--- config.mk ---
export PLATFORM = sky130hd
export DESIGN_NAME = tslg_fifo
export DESIGN_NICKNAME = d
export VERILOG_FILES = /design/src/rtl/tslg_pkg.sv /design/src/rtl/tslg_fifo.sv
export SDC_FILE = /design/constraint.sdc
export NUM_CORES = 1
export LEC_CHECK = 0
export ABC_AREA = 1
export ABC_CLOCK_PERIOD_IN_PS = 1500
export BUFFER_PORTS_ARGS = -buffer_cell sky130_fd_sc_hd__clkbuf_2
export CAP_MARGIN = 20
export CORE_ASPECT_RATIO = 0.7
export CORE_MARGIN = 2
export CORE_UTILIZATION = 45
export DETAILED_ROUTE_END_ITERATION = 10
export MAX_ROUTING_LAYER = met4
export PLACE_DENSITY = 0.72
export SYNTH_ARGS = -nofsm -noshare
export SYNTH_HDL_FRONTEND = slang
export SYNTH_SLANG_ARGS = --single-unit
--- constraint.sdc ---
create_clock -name aclk -period 1.5 [get_ports aclk]
set_clock_uncertainty 0.1 [all_clocks]
set_input_delay 0.075 -clock aclk [delete_from_list [all_inputs] [get_ports aclk]]
set_output_delay 0.075 -clock aclk [all_outputs]
set_load 0.02 [all_outputs]
--- src/rtl/tslg_pkg.sv ---
`timescale 1ns / 1ps
`default_nettype none

package tslg_pkg;

    localparam int TEMP_BITS_DEF  = 16;
    localparam int WIDTH_BITS_DEF = 16;
    localparam int FIELD_W        = 16;
    localparam int KIND_W         = 2;
    localparam int SLOPE_W        = 48;
    localparam int FIFO_DEPTH     = 4;

    localparam logic [KIND_W-1:0] KIND_INTERIOR = 2'd0;
    localparam logic [KIND_W-1:0] KIND_VACUUM   = 2'd1;

    // Case selected by the front end for each item.
    localparam logic [1:0] CLS_ZERO     = 2'd0;
    localparam logic [1:0] CLS_LOW_VAC  = 2'd1;
    localparam logic [1:0] CLS_HIGH_VAC = 2'd2;
    localparam logic [1:0] CLS_INTERIOR = 2'd3;

    typedef struct packed {
        logic [1:0] cls;
        logic       neg_a;
        logic       neg_b;
    } ctl_t;

    // Quotient width of the rounded division (mag + den * 2^14) / (den * 2^15).
    function automatic int quo_bits(input int tb, input int wb);
        int t4w;
        int dsh;
        int nw;
        t4w = 4 * tb;
        dsh = wb + 1 + 14;
        nw  = ((t4w > dsh) ? t4w : dsh) + 1;
        return nw - 15;
    endfunction

endpackage

`default_nettype wire

--- src/rtl/tslg_fifo.sv ---
`timescale 1ns / 1ps
`default_nettype none

module tslg_fifo #(
    parameter int DATA_W = 8,
    parameter int DEPTH  = tslg_pkg::FIFO_DEPTH
) (
    input  wire               aclk,
    input  wire               aresetn,
    input  wire               push,
    input  wire  [DATA_W-1:0] wdata,
    input  wire               pop,
    output logic [DATA_W-1:0] rdata,
    output logic              empty,
    output logic              full
);

    localparam int AW = (DEPTH > 1) ? $clog2(DEPTH) : 1;

    logic [DATA_W-1:0] mem_reg [0:DEPTH-1];
    logic [AW-1:0]     wr_ptr_reg, rd_ptr_reg, wr_ptr_next, rd_ptr_next;
    logic [AW:0]       count_reg, count_next;

    assign empty = (count_reg == '0);
    assign full  = (count_reg == (AW+1)'(DEPTH));
    assign rdata = mem_reg[rd_ptr_reg];

    always_comb begin
        wr_ptr_next = (wr_ptr_reg == AW'(DEPTH - 1)) ? '0 : wr_ptr_reg + AW'(1);
        rd_ptr_next = (rd_ptr_reg == AW'(DEPTH - 1)) ? '0 : rd_ptr_reg + AW'(1);
        count_next  = count_reg;
        if (push && !pop) begin
            count_next = count_reg + (AW+1)'(1);
        end else if (pop && !push) begin
            count_next = count_reg - (AW+1)'(1);
        end
    end

    always_ff @(posedge aclk) begin
        if (!aresetn) begin
            wr_ptr_reg <= '0;
            rd_ptr_reg <= '0;
            count_reg  <= '0;
        end else begin
            if (push) begin
                wr_ptr_reg <= wr_ptr_next;
            end
            if (pop) begin
                rd_ptr_reg <= rd_ptr_next;
            end
            count_reg <= count_next;
        end
    end

    always_ff @(posedge aclk) begin
        if (push) begin
            mem_reg[wr_ptr_reg] <= wdata;
        end
    end

endmodule

`default_nettype wire

# --- Word level (Yosys, flattened, before mapping) ---
# Memories as Yosys holds them, arrays and structs flattened. A register that Yosys moved wholly into a read port is not among the register bits.
# Cells that the tools add are included.
classes:
  mux: 8
  reduce_logical: 6
  addsub: 4
  n_eq_ne: 3
ops:
  columns: ["op", "n"]
  rows:
  - ["two-way mux 2 bit", 4]
  - ["two-way mux 3 bit", 2]
  - ["adder 2 x 1 -> 2 bit (second input constant)", 2]
  - ["equality test 2 bit (second input constant)", 2]
  - ["adder 3 x 1 -> 3 bit (second input constant)", 1]
  - ["equality test 3 bit (second input constant)", 1]
  - ["zero test 3 bit", 1]
  - ["subtractor 3 x 1 -> 3 bit (second input constant)", 1]
  - ["logical AND 1 bit", 2]
  - ["zero test 1 bit", 2]
  - ["two-way mux 1 bit", 2]
  - ["nonzero test 2 bit", 1]
word_totals:
  mem_count: 1
  register_bits: 7
  mem_bits_rw: 32
  word_cells: 25
memory_table:
  columns: ["memory", "words", "word_bits", "read_ports", "rd_ports_with_merged_regs", "write_ports", "line_no", "text"]
  rows:
  - ["mem_reg", 4, 8, 1, 1, 1, "tslg_fifo.sv:20", "logic [DATA_W-1:0] mem_reg [0:DEPTH-1];"]

# --- Logic depth before layout (Yosys ltp) ---
# Gate-level depths: netlist of the first run.
logic_depth:
  depth_word: 4
  depth_mapped: 10

# --- Least setup slack after synthesis of the first run ---
# Ideal clock, no wire load.
synth_timing:
  path_type: "register -> register"
  from: "register count_reg[0]"
  to: "register count_reg[2]"
  path_stages_with_launch: 8
  setup_slack_ns: 0.252
  arrival_time_ns: 1.039
  setup_time_ns: 0.110
  path_buffers: 0
  path_cell_list: "dfxtp_1 fa_1 inv_1 nand2_1 nand3_1 nand2_1 inv_1 nor2_1"
synth_between:
  elab_chain_cells: 3
  elab_cells_between_ends: 4
synth_lines:
  columns: ["item", "line_no", "text"]
  rows:
  - ["start, declared", "tslg_fifo.sv:22", "logic [AW:0] count_reg, count_next;"]
  - ["start signal, assigned", "tslg_fifo.sv:51", "count_reg <= count_next;"]
  - ["subtractor 3 x 1 -> 3 bit", "tslg_fifo.sv:35", "count_next = count_reg - (AW+1)'(1);"]
  - ["two-way mux 3 bit", "tslg_fifo.sv:34", "end else if (pop && !push) begin"]
  - ["two-way mux 3 bit (*)", "tslg_fifo.sv:32", "if (push && !pop) begin"]
# Mark *: on every way between the ends. The rest lies on a longest branch, timed or not. The select of a mux whose other input is x is not followed.
# A chain may end at the register's enable or synchronous reset.

==> results.txt, run 1 <==
----------------------------------------------------
[Outcome]
  Status ... complete, no violations

[Pwr]
  Combinational share of power ... 14.4%
  Peak VDD IR ... 0.582 mV
  Leak pwr ... 0.840 nW
  Internal power ... 1.93 mW
  Overall power ... 2.55 mW
  Clock network fraction of design power ... 33.5%
  Sequential cell fraction of total power ... 52.1%
  Net Sw Frac ... 24.5%
  PD cells ... 1230 nW/um2
  Sw Pwr ... 0.625 mW

[Timing]
  Final hold viol count ... 0
  Unrepaired setup endpoints after global routing ... yes
  Fmax ... 694 MHz
  Post-route setup slack ... 59.9 ps
  Final-report max-slew violation count ... 0
  Clock period minus final worst setup slack ... 1440 ps
  Final Hold Slack ... 40.8 ps
  Period utilization ... 96.0%
  Final setup violation count ... 0
  Slew Limit Headroom ... 75.7%
  Measured slew at the worst slew-check pin ... 364 ps

[Yosys]
  Yosys Warn Count ... 0
  Mapped Nets ... 154
  Post-synthesis cell type count ... 19
  Mux cell area share after synthesis ... 0%
  Syn Std Cell Area ... 1650 um2
  Post-synthesis share of cell area spent on full adders, half adders and majority gates ... 5.76%
  XOR/XNOR share of the synthesized area ... 0.530%
  Post-synthesis share of cell area spent on and, or, nand and nor gates ... 9.47%
  Share of the synthesized area in compound gates (AO/OA/AOI/OAI) ... 10.2%
  Synthesized instance count ... 135
  Combinational family with the most area after synthesis ... compound AO/OA/AOI/OAI gates
  Sequential area share after synthesis ... 69.1%
  Synth Register Bits ... 41
  Average cell area after synthesis ... 12.2 um2

[Detailed routing]
  Initial drt markers ... 67
  DRC violation count after routing ... 0
  Number of antenna-violating nets in the routed design ... 0
  Detailed-route via count ... 1122
  Per-cell routed wire length ... 14.1 um
  Total iterations of the first detailed-routing run ... 4
  Routed via count divided by cell count ... 4.99
  Aggregate routed wire length ... 3160 um

[Worst setup path]
  Maximum fanout along the worst path ... 8
  CP Data Required Time ... 1320 ps
  Worst-case reg-to-reg path depth ... 4
  Worst path arrival time ... 1270 ps
  Setup crit start kind ... flip-flop
  RR Endpoint ... mem_reg[2][1]$_DFFE_PP_
  Kind of end point of the critical path ... primary output
  Critical path endpoint ... rdata[7]
  Reg-to-reg startpoint ... wr_ptr_reg[0]$_SDFFE_PN0P_
  Class of the most critical setup path ... flip-flop to primary output
  R2R Setup Slk ... 150 ps

[Die]
  IO Pins ... 22
  Overall die area ... 4180 um2
  Site Rows ... 18
  Die X-Extent ... 76.4 um
  Starting density of the core ... 47.0%
  Vert. Die Dim ... 54.7 um
  Placeable core region ... 3510 um2

[Global routing]
  Total congestion overflow ... 0
  Largest net degree at the start of global routing ... 17
  First-pass GRT wire length ... 4930 um
  Global routing usage summed across all routing layers ... 17.2%
  Via count of the first global-routing pass ... 1070
  Antenna violations before repair ... 0

[Place]
  HPWL after detailed placement ... 2080 um
  Pre-CTS WS ... 75.3 ps
  Number of port buffers ... 21
  Cell area after placement ... 1840 um2
  Routability-driven placement congestion ratio ... 0.871

[CTS]
  Clock tree from TritonCTS ... done
  Htree depth ... 2
  Post-CTS setup-driven buffer insertion count ... 0
  Clock buffer depth ... 2
  CTS sink count ... 41
  Clock slew seen by the registers of the worst setup and hold paths ... 80 ps
  CTS Buf Count ... 5
  Clock latency of the later-clocked register in the worst-skew pair ... 290 ps
  Root cell of the clock tree ... sky130_fd_sc_hd__clkbuf_8

[Finish]
  Filler cells ... 292
  Final core utilization ... 59.0%
  Antenna diodes ... 0
  Final non-filler cell area ... 2070 um2
  Max FFs per register ... 32
  Net count reported at finish ... 193
  Fraction of layout instances using a drive strength above 1 ... 23.4%
  Growth of design area from synthesis to finish ... 25.5%

[Flow run]
  Count of max-cap constraint violations ... 0

[Min path]
  Class of the tightest hold or removal check ... input port to flip-flop

----------------------------------------------------
## placed cells by master (no fill, tap or decap)
| cell type | instances |
|---|---|
| sky130_fd_sc_hd__a21oi_1 | 3 |
| sky130_fd_sc_hd__buf_12 | 1 |
| sky130_fd_sc_hd__buf_4 | 7 |
| sky130_fd_sc_hd__buf_6 | 1 |
| sky130_fd_sc_hd__bufinv_16 | 1 |
| sky130_fd_sc_hd__clkbuf_1 | 1 |
| sky130_fd_sc_hd__clkbuf_2 | 16 |
| sky130_fd_sc_hd__clkbuf_8 | 5 |
| sky130_fd_sc_hd__clkinv_2 | 1 |
| sky130_fd_sc_hd__dfxtp_1 | 7 |
| sky130_fd_sc_hd__dfxtp_2 | 1 |
| sky130_fd_sc_hd__dfxtp_4 | 1 |
| sky130_fd_sc_hd__dlygate4sd3_1 | 9 |
| sky130_fd_sc_hd__edfxtp_1 | 32 |
| sky130_fd_sc_hd__fa_1 | 1 |
| sky130_fd_sc_hd__ha_1 | 6 |
| sky130_fd_sc_hd__inv_1 | 14 |
| sky130_fd_sc_hd__inv_4 | 1 |
| sky130_fd_sc_hd__inv_6 | 1 |
| sky130_fd_sc_hd__nand2_1 | 8 |
| sky130_fd_sc_hd__nand3_1 | 1 |
| sky130_fd_sc_hd__nand4_1 | 1 |
| sky130_fd_sc_hd__nor2_1 | 22 |
| sky130_fd_sc_hd__nor2_2 | 2 |
| sky130_fd_sc_hd__nor3_1 | 4 |
| sky130_fd_sc_hd__o21ai_0 | 14 |
| sky130_fd_sc_hd__o21ai_1 | 3 |
| sky130_fd_sc_hd__o21ai_2 | 2 |
| sky130_fd_sc_hd__o22ai_1 | 7 |
| sky130_fd_sc_hd__o22ai_2 | 1 |
| sky130_fd_sc_hd__xor2_1 | 1 |
## layout make-up
| class | count | area (um2) | share of cell area (%) |
|---|---|---|---|
| repair buffers | 34 | 254 | 12.3 |
| inverters | 16 | 67.6 | 3.26 |
| clock buffers | 6 | 72.6 | 3.50 |
| clock inverters | 2 | 35.0 | 1.69 |
| well taps | 50 | 62.6 | 3.02 |
| flip-flops and latches | 41 | 1150 | 55.3 |
| multi-input cells | 76 | 434 | 21.0 |
## how the worst min path moves through the flow
| stage | from | to | slack, ps | cells past startpoint |
|---|---|---|---|---|
| 2_1_floorplan | wdata[0] | mem_reg[0][0]$_DFFE_PP_ | 70 | 0 |
| 3_3_place_gp | wdata[4] | mem_reg[3][4]$_DFFE_PP_ | 190 | 1 |
| 3_5_place_dp | wdata[0] | mem_reg[1][0]$_DFFE_PP_ | 190 | 1 |
| 4_1_cts | pop | flip-flop | 20 | 3 |
| 5_1_grt | pop | flip-flop | 60 | 3 |
| 6_report | pop | flip-flop | 40 | 3 |
## power by group through the flow
stage          Sequential (mW)  Clock [mW]  Combinational, mW
2_1_floorplan             1.34           0              0.217
3_3_place_gp              1.35           0              0.314
3_5_place_dp              1.35           0              0.329
4_1_cts                   1.33       0.861              0.353
5_1_grt                   1.34       0.909              0.409
6_report                  1.33       0.856              0.367
## cell families (layout without fill, tap and decap cells)
| group | after synthesis | count (layout) |
|---|---|---|
| AOI/OAI and AO/OA | 30 | 30 |
| and+or+nand+nor | 38 | 38 |
| DFF | 41 | 41 |
| xor gates and xnor gates | 1 | 1 |
| adders and majority gates | 7 | 7 |
| buffers and inverters | 18 | 58 |
## per-stage QoR
stage / setup TNS (ps) / cells
2_1_floorplan: 0 / 135
6_report: 0 / 225
3_5_place_dp: 0 / 208
3_3_place_gp: 0 / 208
4_1_cts: 0 / 225
5_1_grt: -36.0 / 225
## worst max-delay path, cell delays in order, from the launching register on
cell and delay [ps]:
sky130_fd_sc_hd__dfxtp_4 380, sky130_fd_sc_hd__buf_4 160, sky130_fd_sc_hd__o21ai_0 90, sky130_fd_sc_hd__o22ai_1 170, sky130_fd_sc_hd__buf_4 170
## synth_stat cells, drive strengths merged
cell / n / area (um2)
a21oi: 3 / 15.0
nor3: 4 / 20.0
o22ai: 8 / 50.1
nor2: 24 / 95.1
edfxtp: 32 / 961
nand3: 1 / 5.00
inv: 16 / 60.1
fa: 1 / 20.0
dfxtp: 9 / 180
nand2: 8 / 30.0
buf: 2 / 22.5
nand4: 1 / 6.26
xor2: 1 / 8.76
ha: 6 / 75.1
o21ai: 19 / 103
## timing repair
item,CTS,global route
gates resized for setup,6,14
pin swaps,1,1
hold endpoints to repair,35,0
setup endpoints to repair,8,5
hold buffers,9,0
## per-layer routing
layer | vias up | GRT usage (%) | routed length (um)
met5 | - | - | 0
met3 | 10 | 4.46 | 102
met1 | 540 | 19.3 | 1450
li1 | 550 | - | -
met2 | 22 | 28.5 | 1520
met4 | 0 | 11.2 | 87
Power figures use the tool's default switching activity.
==> inputs of run 2 (changes only) <==
--- a/config.mk
+++ b/config.mk
@@ -5,8 +5,7 @@
 export SDC_FILE = /design/constraint.sdc
 export NUM_CORES = 1
 export LEC_CHECK = 0
-export ABC_AREA = 1
-export ABC_CLOCK_PERIOD_IN_PS = 1500
+export ABC_CLOCK_PERIOD_IN_PS = 1240
 export BUFFER_PORTS_ARGS = -buffer_cell sky130_fd_sc_hd__clkbuf_2
 export CAP_MARGIN = 20
 export CORE_ASPECT_RATIO = 0.7
@@ -14,7 +13,7 @@
 export CORE_UTILIZATION = 45
 export DETAILED_ROUTE_END_ITERATION = 10
 export MAX_ROUTING_LAYER = met4
-export PLACE_DENSITY = 0.72
+export PLACE_DENSITY = 0.74
 export SYNTH_ARGS = -nofsm -noshare
 export SYNTH_HDL_FRONTEND = slang
 export SYNTH_SLANG_ARGS = --single-unit
==> constraint.sdc (replaced) <==
create_clock -name aclk -period 1.24 [get_ports aclk]
set_clock_uncertainty 0.1 [all_clocks]
set_input_delay 0.062 -clock aclk [delete_from_list [all_inputs] [get_ports aclk]]
set_output_delay 0.062 -clock aclk [all_outputs]
set_load 0.02 [all_outputs]
==> run 2 against run 1 <==
The flow now finishes with violations (negative setup slack). Synthesized area decreased by 2.2%. Global-route usage down 0.51 points. Sequential power up 21%. Sequential share of layout area decreased by 3.5 points. Core utilization increased by 4.6 points. Die area down 2.1%. Routed wire length fell by 6.7%. Register-to-register slack got worse by 420 ps. Setup slack worse by 430 ps. Cell area up 7.2%.
==> results.txt, run 2 <==
----------------------------------------------------
[Outcome]
  Status ... finished, violations left (was complete, no violations)
  Failing checks ... negative setup slack

[Die]
  Site Rows ... 18 (unchanged)
  Die X-Extent ... 75.6 um (was 76.4 um)
  Starting density of the core ... 46.3% (was 47.0%)
  IO Pins ... 22 (unchanged)
  Vert. Die Dim ... 54.1 um (was 54.7 um)
  Overall die area ... 4090 um2 (was 4180 um2)
  Placeable core region ... 3490 um2 (was 3510 um2)

[Pwr]
  Net Sw Frac ... 24.2% (was 24.5%)
  Sw Pwr ... 0.729 mW (was 0.625 mW)
  Internal power ... 2.28 mW (was 1.93 mW)
  Clock network fraction of design power ... 26.9% (was 33.5%)
  Peak VDD IR ... 0.742 mV (was 0.582 mV)
  PD cells ... 1360 nW/um2 (was 1230 nW/um2)
  Combinational share of power ... 19.7% (was 14.4%)
  Sequential cell fraction of total power ... 53.4% (was 52.1%)
  Leak pwr ... 0.826 nW (was 0.840 nW)

[CTS]
  Clock slew seen by the registers of the worst setup and hold paths ... 70 ps (was 80 ps)
  Clock tree from TritonCTS ... done (unchanged)
  Root cell of the clock tree ... sky130_fd_sc_hd__clkbuf_8 (unchanged)
  CTS sink count ... 41 (unchanged)
  Clock buffer depth ... 2 (unchanged)
  CTS Buf Count ... 5 (unchanged)
  Htree depth ... 2 (unchanged)
  Clock latency of the later-clocked register in the worst-skew pair ... 280 ps (was 290 ps)

[Yosys]
  Syn Std Cell Area ... 1620 um2 (was 1650 um2)
  Mapped Nets ... 105 (was 154)
  Count of flip-flops with a built-in enable after synthesis ... 32 (unchanged)
  Yosys Warn Count ... 0 (unchanged)
  Cell type with the largest total area after synthesis ... sky130_fd_sc_hd__edfxtp_1 (unchanged)
  Most common library cells after synthesis ... sky130_fd_sc_hd__edfxtp_1, sky130_fd_sc_hd__dfxtp_1, sky130_fd_sc_hd__mux4_2 (was sky130_fd_sc_hd__edfxtp_1, sky130_fd_sc_hd__nor2_1, sky130_fd_sc_hd__inv_1, sky130_fd_sc_hd__o21ai_0, sky130_fd_sc_hd__dfxtp_1)
  Synth top area share ... 59.5% (was 58.2%)
  Asr flop ratio synth ... 0% (unchanged)
  Synthesized instance count ... 86 (was 135)
  Synth Register Bits ... 41 (unchanged)
  Most numerous cell in the Yosys netlist ... sky130_fd_sc_hd__edfxtp_1 (unchanged)
  Average cell area after synthesis ... 18.8 um2 (was 12.2 um2)
  Primary flip-flop cell chosen by synthesis mapping ... sky130_fd_sc_hd__edfxtp_1 (unchanged)
  Post-synthesis cell type count ... 20 (was 19)
  Sequential area share after synthesis ... 70.6% (was 69.1%)
  Top cells by area in the synthesized netlist ... sky130_fd_sc_hd__edfxtp_1, sky130_fd_sc_hd__dfxtp_1, sky130_fd_sc_hd__mux4_2, sky130_fd_sc_hd__ha_1, sky130_fd_sc_hd__mux2i_1 (was sky130_fd_sc_hd__edfxtp_1, sky130_fd_sc_hd__dfxtp_1, sky130_fd_sc_hd__nor2_1, sky130_fd_sc_hd__ha_1, sky130_fd_sc_hd__o21ai_0)

[Min path]
  Worst hold path stage count ... 4 (was 3)
  Hold wc startpoint ... pop (unchanged)
  Destination of the worst hold path ... rd_ptr_reg[1]$_SDFFE_PN0P_
  Class of the tightest hold or removal check ... input port to flip-flop (unchanged)

[Finish]
  Fraction of layout instances using a drive strength above 1 ... 49.3% (was 23.4%)
  Max FFs per register ... 32 (unchanged)
  Most common cell after layout, fill and taps aside ... sky130_fd_sc_hd__edfxtp_1 (unchanged)
  Antenna diodes ... 0 (unchanged)
  Final core utilization ... 63.6% (was 59.0%)
  Final non-filler cell area ... 2220 um2 (was 2070 um2)
  Net count reported at finish ... 154 (was 193)
  Commonest cells after routing, fill and taps aside ... sky130_fd_sc_hd__edfxtp_1, sky130_fd_sc_hd__buf_6, sky130_fd_sc_hd__clkbuf_2 (was sky130_fd_sc_hd__edfxtp_1, sky130_fd_sc_hd__nor2_1, sky130_fd_sc_hd__clkbuf_2)
  Growth of design area from synthesis to finish ... 37.5% (was 25.5%)

[Global routing]
  Total congestion overflow ... 0 (unchanged)
  Via count of the first global-routing pass ... 939 (was 1070)
  First-pass GRT wire length ... 4370 um (was 4930 um)
  Antenna violations before repair ... 0 (unchanged)
  Global routing usage summed across all routing layers ... 16.7% (was 17.2%)
  Largest net degree at the start of global routing ... 13 (was 17)

[Worst setup path]
  Highest-delay cell along the critical path ... sky130_fd_sc_hd__mux4_2 (was sky130_fd_sc_hd__dfxtp_4)
  Kind of end point of the critical path ... primary output (unchanged)
  RR Endpoint ... count_reg[2]$_SDFFE_PN0P_ (was mem_reg[2][1]$_DFFE_PP_)
  Cell-by-cell trace of the critical path ... buf_12 > mux4_2 > buf_8 (was buf_4 > o21ai_0 > o22ai_1 > buf_4)
  Worst path arrival time ... 1450 ps (was 1270 ps)
  Maximum fanout along the worst path ... 8 (unchanged)
  Setup crit start kind ... flip-flop (unchanged)
  Class of the most critical setup path ... flip-flop to primary output (unchanged)
  Reg-to-reg startpoint ... count_reg[1]$_SDFFE_PN0P_ (was wr_ptr_reg[0]$_SDFFE_PN0P_)
  Crit-path max cell delay ... 530 ps (was 380 ps)
  R2R Setup Slk ... -270 ps (was 150 ps)
  Worst-case reg-to-reg path depth ... 4 (unchanged)
  CP Data Required Time ... 1080 ps (was 1320 ps)

[Timing]
  Final setup violation count ... 12 (was 0)
  Slew Limit Headroom ... 86.7% (was 75.7%)
  Final-report max-slew violation count ... 0 (unchanged)
  Post-route setup slack ... -369 ps (was 59.9 ps)
  Unrepaired setup endpoints after global routing ... yes (unchanged)
  Final Hold Slack ... 124 ps (was 40.8 ps)
  Fmax ... 621 MHz
  Clock period minus final worst setup slack ... 1610 ps
  Measured slew at the worst slew-check pin ... 199 ps (was 364 ps)
  Final hold viol count ... 0 (unchanged)
  Period utilization ... 130%

[Place]
  Number of port buffers ... 21 (unchanged)
  Pre-CTS WS ... -349 ps (was 75.3 ps)
  Cell area after placement ... 1880 um2 (was 1840 um2)
  Routability-driven placement congestion ratio ... 0.810 (was 0.871)
  HPWL after detailed placement ... 1900 um (was 2080 um)

[Detailed routing]
  Routed via count divided by cell count ... 4.80 (was 4.99)
  Number of antenna-violating nets in the routed design ... 0 (unchanged)
  Aggregate routed wire length ... 2950 um (was 3160 um)
  Detailed-route via count ... 893 (was 1122)
  Initial drt markers ... 61 (was 67)
  Total iterations of the first detailed-routing run ... 3 (was 4)
  Per-cell routed wire length ... 15.9 um (was 14.1 um)
  DRC violation count after routing ... 0 (unchanged)

[Flow run]
  Count of max-cap constraint violations ... 0 (unchanged)

----------------------------------------------------
==> run 2: changes by cell type in the layout (fill, tap and decap cells not counted), sizes merged, moves of 5 or more <==
cell	delta
nor2	-23
o21ai	-18
buf	+15
inv	-12
mux4	+8
nand2	-8
o22ai	-8
and2	+5
nor2b	+5
==> run 2: worst max-delay path: cells and delay by family (launching register included) <==
kind                   cells  cell delay [ps]
buffers and inverters      2              290
DFF                        1              340
muxes                      1              530
==> run 2: stage by stage <==
stage	instances	TNS, ps	power, mW
floorplan	86	-155	1.89
global placement	166	-4310	2.04
detailed placement	166	-6110	2.07
CTS	184	-3220	2.95
global route	186	-3680	3.12
finish	186	-3080	3.01
==> run 2: how the worst max path moves through the flow <==
stage                                end  cells after the start                      start
2_1_floorplan  count_reg[2]$_SDFFE_PN0P_                      4  count_reg[1]$_SDFFE_PN0P_
3_3_place_gp   count_reg[2]$_SDFFE_PN0P_                      8                        pop
3_5_place_dp   count_reg[2]$_SDFFE_PN0P_                      8                        pop
4_1_cts                         rdata[4]                      3                  flip-flop
5_1_grt                         rdata[4]                      3                  flip-flop
6_report                        rdata[4]                      3                  flip-flop
==> run 2: final cells by class <==
type                       count  area (um2)
multi-input combinational     39         512
clock buffer                   7        76.3
sequential                    41        1150
clock inverter                 1        3.75
timing repair buffer          44         402
tap                           50        62.6
fill                         237        1270
inverter                       4        15.0
==> run 2: power by group through the flow <==
stage | registers, mW | logic [mW] | clock network, mW
after floorplan | 1.63 | 0.268 | 0
after global placement | 1.62 | 0.420 | 0
after detailed placement | 1.63 | 0.441 | 0
after CTS | 1.60 | 0.511 | 0.831
after global routing | 1.62 | 0.635 | 0.872
final | 1.61 | 0.594 | 0.811
==> run 2: cell families (layout without fill, tap and decap cells) <==
kind of cell	Yosys count	count (layout)	share of synthesized area, %
muxes	12	12	13.6
adders and majority gates	7	7	5.89
DFF	41	41	70.6
and+or+nand+nor	15	15	5.58
xor gates and xnor gates	2	2	1.08
buffers and inverters	6	56	1.94
AOI/OAI and AO/OA	3	3	1.24
==> run 2: timing repair <==
item,CTS,global route
endpoints found under the hold margin,39,0
pin swaps,2,1
endpoints found under the setup margin,43,24
cloned,0,0
resized for setup,22,34
setup buffers,1,2
hold buffers,9,0
==> run 2: routing by layer <==
metal / up-vias / part of all wire [%] / track usage, %
li1: 424 / - / -
met1: 448 / 40 / 18.2
met2: 15 / 55 / 26.1
met3: 6 / 2.7 / 5.24
met4: 0 / 2.3 / 11.7
met5: - / 0 / -
==> inputs of run 3 (changes only) <==
--- a/config.mk
+++ b/config.mk
@@ -5,6 +5,7 @@
 export SDC_FILE = /design/constraint.sdc
 export NUM_CORES = 1
 export LEC_CHECK = 0
+export ABC_AREA = 1
 export ABC_CLOCK_PERIOD_IN_PS = 1240
 export BUFFER_PORTS_ARGS = -buffer_cell sky130_fd_sc_hd__clkbuf_2
 export CAP_MARGIN = 20
==> run 3 against run 2 <==
The flow still finishes with violations (negative setup slack). Flip-flop and latch count unchanged. Clock power increased by 6.9%. Setup slack improved by 240 ps. Final cell count increased by 27%. Worst hold slack got worse by 100 ps. Sequential share of layout area decreased by 3.1 points. Non-clock buffer count increased by 1. Combinational power increased by 11%. Global-route usage increased by 0.63 points. Highest routed layer unchanged.
==> results.txt, run 3 (synthesized netlist as in run 1, its figures left out) <==
----------------------------------------------------
[Finish]
  Filler cells ... 255 (was 237)
  Final non-filler cell area ... 2390 um2 (was 2220 um2)
  Net count reported at finish ... 204 (was 154)
  Max FFs per register ... 32 (unchanged)
  Antenna diodes ... 0 (unchanged)
  Growth of design area from synthesis to finish ... 44.5% (was 37.5%)
  Commonest cells after routing, fill and taps aside ... sky130_fd_sc_hd__edfxtp_1, sky130_fd_sc_hd__nor2_1, sky130_fd_sc_hd__clkbuf_2 (was sky130_fd_sc_hd__edfxtp_1, sky130_fd_sc_hd__buf_6, sky130_fd_sc_hd__clkbuf_2)
  Fraction of layout instances using a drive strength above 1 ... 45.7% (was 49.3%)
  Final core utilization ... 67.9% (was 63.6%)
  Most common cell after layout, fill and taps aside ... sky130_fd_sc_hd__edfxtp_1 (unchanged)

[Global routing]
  GR Layer Usage met3 ... 4.29% (was 5.24%)
  Via count of the first global-routing pass ... 1130 (was 939)
  First-pass GRT wire length ... 5070 um (was 4370 um)
  Met2 track utilization from global routing ... 29.9% (was 26.1%)
  Global routing's busiest layer ... met2 (unchanged)
  Antenna violations before repair ... 0 (unchanged)
  Met1 Usage GRT ... 19.1% (was 18.2%)
  Total congestion overflow ... 0 (unchanged)
  Global routing usage summed across all routing layers ... 17.3% (was 16.7%)
  Largest net degree at the start of global routing ... 17 (was 13)

[Worst setup path]
  R2R Setup Slk ... 0 ps (was -270 ps)
  Setup crit start kind ... flip-flop (unchanged)
  Crit-path max cell delay ... 390 ps (was 530 ps)
  Reg-to-reg startpoint ... count_reg[0]$_SDFFE_PN0P_ (was count_reg[1]$_SDFFE_PN0P_)
  Kind of end point of the critical path ... primary output (unchanged)
  CP Data Required Time ... 1080 ps (about the same)
  Highest-delay cell along the critical path ... sky130_fd_sc_hd__dfxtp_4 (was sky130_fd_sc_hd__mux4_2)
  RR Endpoint ... count_reg[2]$_SDFFE_PN0P_ (unchanged)
  Cell-by-cell trace of the critical path ... buf_8 > o21ai_2 > o22ai_1 > buf_4 (was buf_12 > mux4_2 > buf_8)
  Maximum fanout along the worst path ... 8 (unchanged)
  Worst-case reg-to-reg path depth ... 7 (was 4)
  Worst path arrival time ... 1210 ps (was 1450 ps)
  Class of the most critical setup path ... flip-flop to primary output (unchanged)
  Sum of buffers and inverters on the critical path ... 2 (unchanged)
  Cell type group with the largest total delay on the critical path ... flip-flops (was multiplexers)

[Place]
  Cell area after placement ... 1950 um2 (was 1880 um2)
  Routability-driven placement congestion ratio ... 0.766 (was 0.810)
  HPWL after detailed placement ... 2250 um (was 1900 um)
  Number of port buffers ... 21 (unchanged)
  Pre-CTS WS ... -149 ps (was -349 ps)

[Timing]
  Slew Limit Headroom ... 88.2% (was 86.7%)
  Period utilization ... 111% (was 130%)
  Post-route setup slack ... -131 ps (was -369 ps)
  Final hold viol count ... 0 (unchanged)
  Final-report max-slew violation count ... 0 (unchanged)
  Final setup violation count ... 9 (was 12)
  Fmax ... 729 MHz (was 621 MHz)
  Setup TNS ... -1010 ps (was -3080 ps)
  Clock period minus final worst setup slack ... 1370 ps (was 1610 ps)
  Unrepaired setup endpoints after global routing ... yes (unchanged)
  Measured slew at the worst slew-check pin ... 176 ps (was 199 ps)

[Die]
  Overall die area ... 4180 um2 (was 4090 um2)
  Vert. Die Dim ... 54.7 um (was 54.1 um)
  Starting density of the core ... 47.0% (was 46.3%)
  IO Pins ... 22 (unchanged)
  Die X-Extent ... 76.4 um (was 75.6 um)
  Placeable core region ... 3510 um2 (was 3490 um2)
  Site Rows ... 18 (unchanged)

[CTS]
  Clock slew seen by the registers of the worst setup and hold paths ... 70 ps (about the same)
  Root cell of the clock tree ... sky130_fd_sc_hd__clkbuf_8 (unchanged)
  CTS sink count ... 41 (unchanged)
  Clock buffer depth ... 2 (unchanged)
  Htree depth ... 2 (unchanged)
  Clock latency of the later-clocked register in the worst-skew pair ... 290 ps (was 280 ps)
  CTS Buf Count ... 5 (unchanged)
  Clock tree from TritonCTS ... done (unchanged)

[Min path]
  Class of the tightest hold or removal check ... input port to flip-flop (unchanged)
  Hold wc startpoint ... pop (unchanged)
  Worst hold path stage count ... 3 (was 4)
  Destination of the worst hold path ... rd_ptr_reg[1]$_SDFFE_PN0P_ (unchanged)

[Pwr]
  Sequential cell fraction of total power ... 51.4% (was 53.4%)
  PD cells ... 1320 nW/um2 (was 1360 nW/um2)
  Sw Pwr ... 0.822 mW (was 0.729 mW)
  Internal power ... 2.32 mW (was 2.28 mW)
  Combinational share of power ... 21.0% (was 19.7%)
  Leak pwr ... 0.932 nW (was 0.826 nW)
  Peak VDD IR ... 0.727 mV (was 0.742 mV)
  Clock network fraction of design power ... 27.6% (was 26.9%)
  Net Sw Frac ... 26.2% (was 24.2%)

[Flow run]
  Count of max-cap constraint violations ... 0 (unchanged)

[Outcome]
  Failing checks ... negative setup slack (unchanged)
  Status ... finished, violations left (unchanged)

[Detailed routing]
  Routed via count divided by cell count ... 4.94 (was 4.80)
  Aggregate routed wire length ... 3390 um (was 2950 um)
  Per-cell routed wire length ... 14.4 um (was 15.9 um)
  DRC violation count after routing ... 0 (unchanged)
  Number of antenna-violating nets in the routed design ... 0 (unchanged)
  Detailed-route via count ... 1166 (was 893)
  Total iterations of the first detailed-routing run ... 4 (was 3)
  Initial drt markers ... 32 (was 61)

----------------------------------------------------
run 3: worst min-delay path, cell delays in order:
cell and delay, ps:
sky130_fd_sc_hd__clkbuf_2 80, sky130_fd_sc_hd__o21ai_0 80, sky130_fd_sc_hd__nor2_1 130
run 3: metal layers:
metal | vias up | wire (um) | part of all wire, %
li1 | 573 | - | -
met1 | 549 | 1420 | 42
met2 | 32 | 1730 | 51
met3 | 12 | 147 | 4.3
met4 | 0 | 90 | 2.7
met5 | - | 0 | 0
run 3: how the worst max path moves through the flow:
stage               depth (start not counted)  slack [ps]                      start                         to
floorplan                                   3          10  count_reg[0]$_SDFFE_PN0P_  count_reg[1]$_SDFFE_PN0P_
global placement                            7         -60                        pop  count_reg[1]$_SDFFE_PN0P_
detailed placement                         11        -150                        pop  count_reg[2]$_SDFFE_PN0P_
CTS                                         4        -180                  flip-flop                   rdata[3]
global route                                4        -190                  flip-flop                   rdata[5]
finish                                      4        -130                  flip-flop                   rdata[2]
run 3: area by class of cell:
class / count / area [um2] / share of cell area (%)
tap: 50 / 62.6 / 2.62
inverter: 16 / 72.6 / 3.04
timing repair buffer: 45 / 434 / 18.2
multi-input combinational: 76 / 564 / 23.6
clock inverter: 2 / 8.76 / 0.367
clock buffer: 6 / 82.6 / 3.46
sequential: 41 / 1160 / 48.7
run 3: timing repair:
item / in CTS / in global routing
setup endpoints to repair: 35 / 42
pin swaps: 10 / 17
setup buffers: 1 / 0
hold buffers: 9 / 0
hold endpoints to repair: 37 / 0
cloned: 0 / 0
gates resized for setup: 38 / 56
run 3: per-stage QoR:
stage          instances  total power, mW  hold slack [ps]
6_report             236             3.14             23.1
4_1_cts              236             3.07             4.60
5_1_grt              236             3.27             56.8
3_5_place_dp         218             2.10              183
2_1_floorplan        135             1.89             60.9
3_3_place_gp         218             2.07              175
run 3: power by group through the flow:
stage | clock network [mW] | registers, mW | logic (mW)
CTS | 0.887 | 1.60 | 0.575
floorplan | 0 | 1.63 | 0.264
global placement | 0 | 1.62 | 0.444
detailed placement | 0 | 1.63 | 0.476
finish | 0.867 | 1.61 | 0.658
global route | 0.933 | 1.62 | 0.711
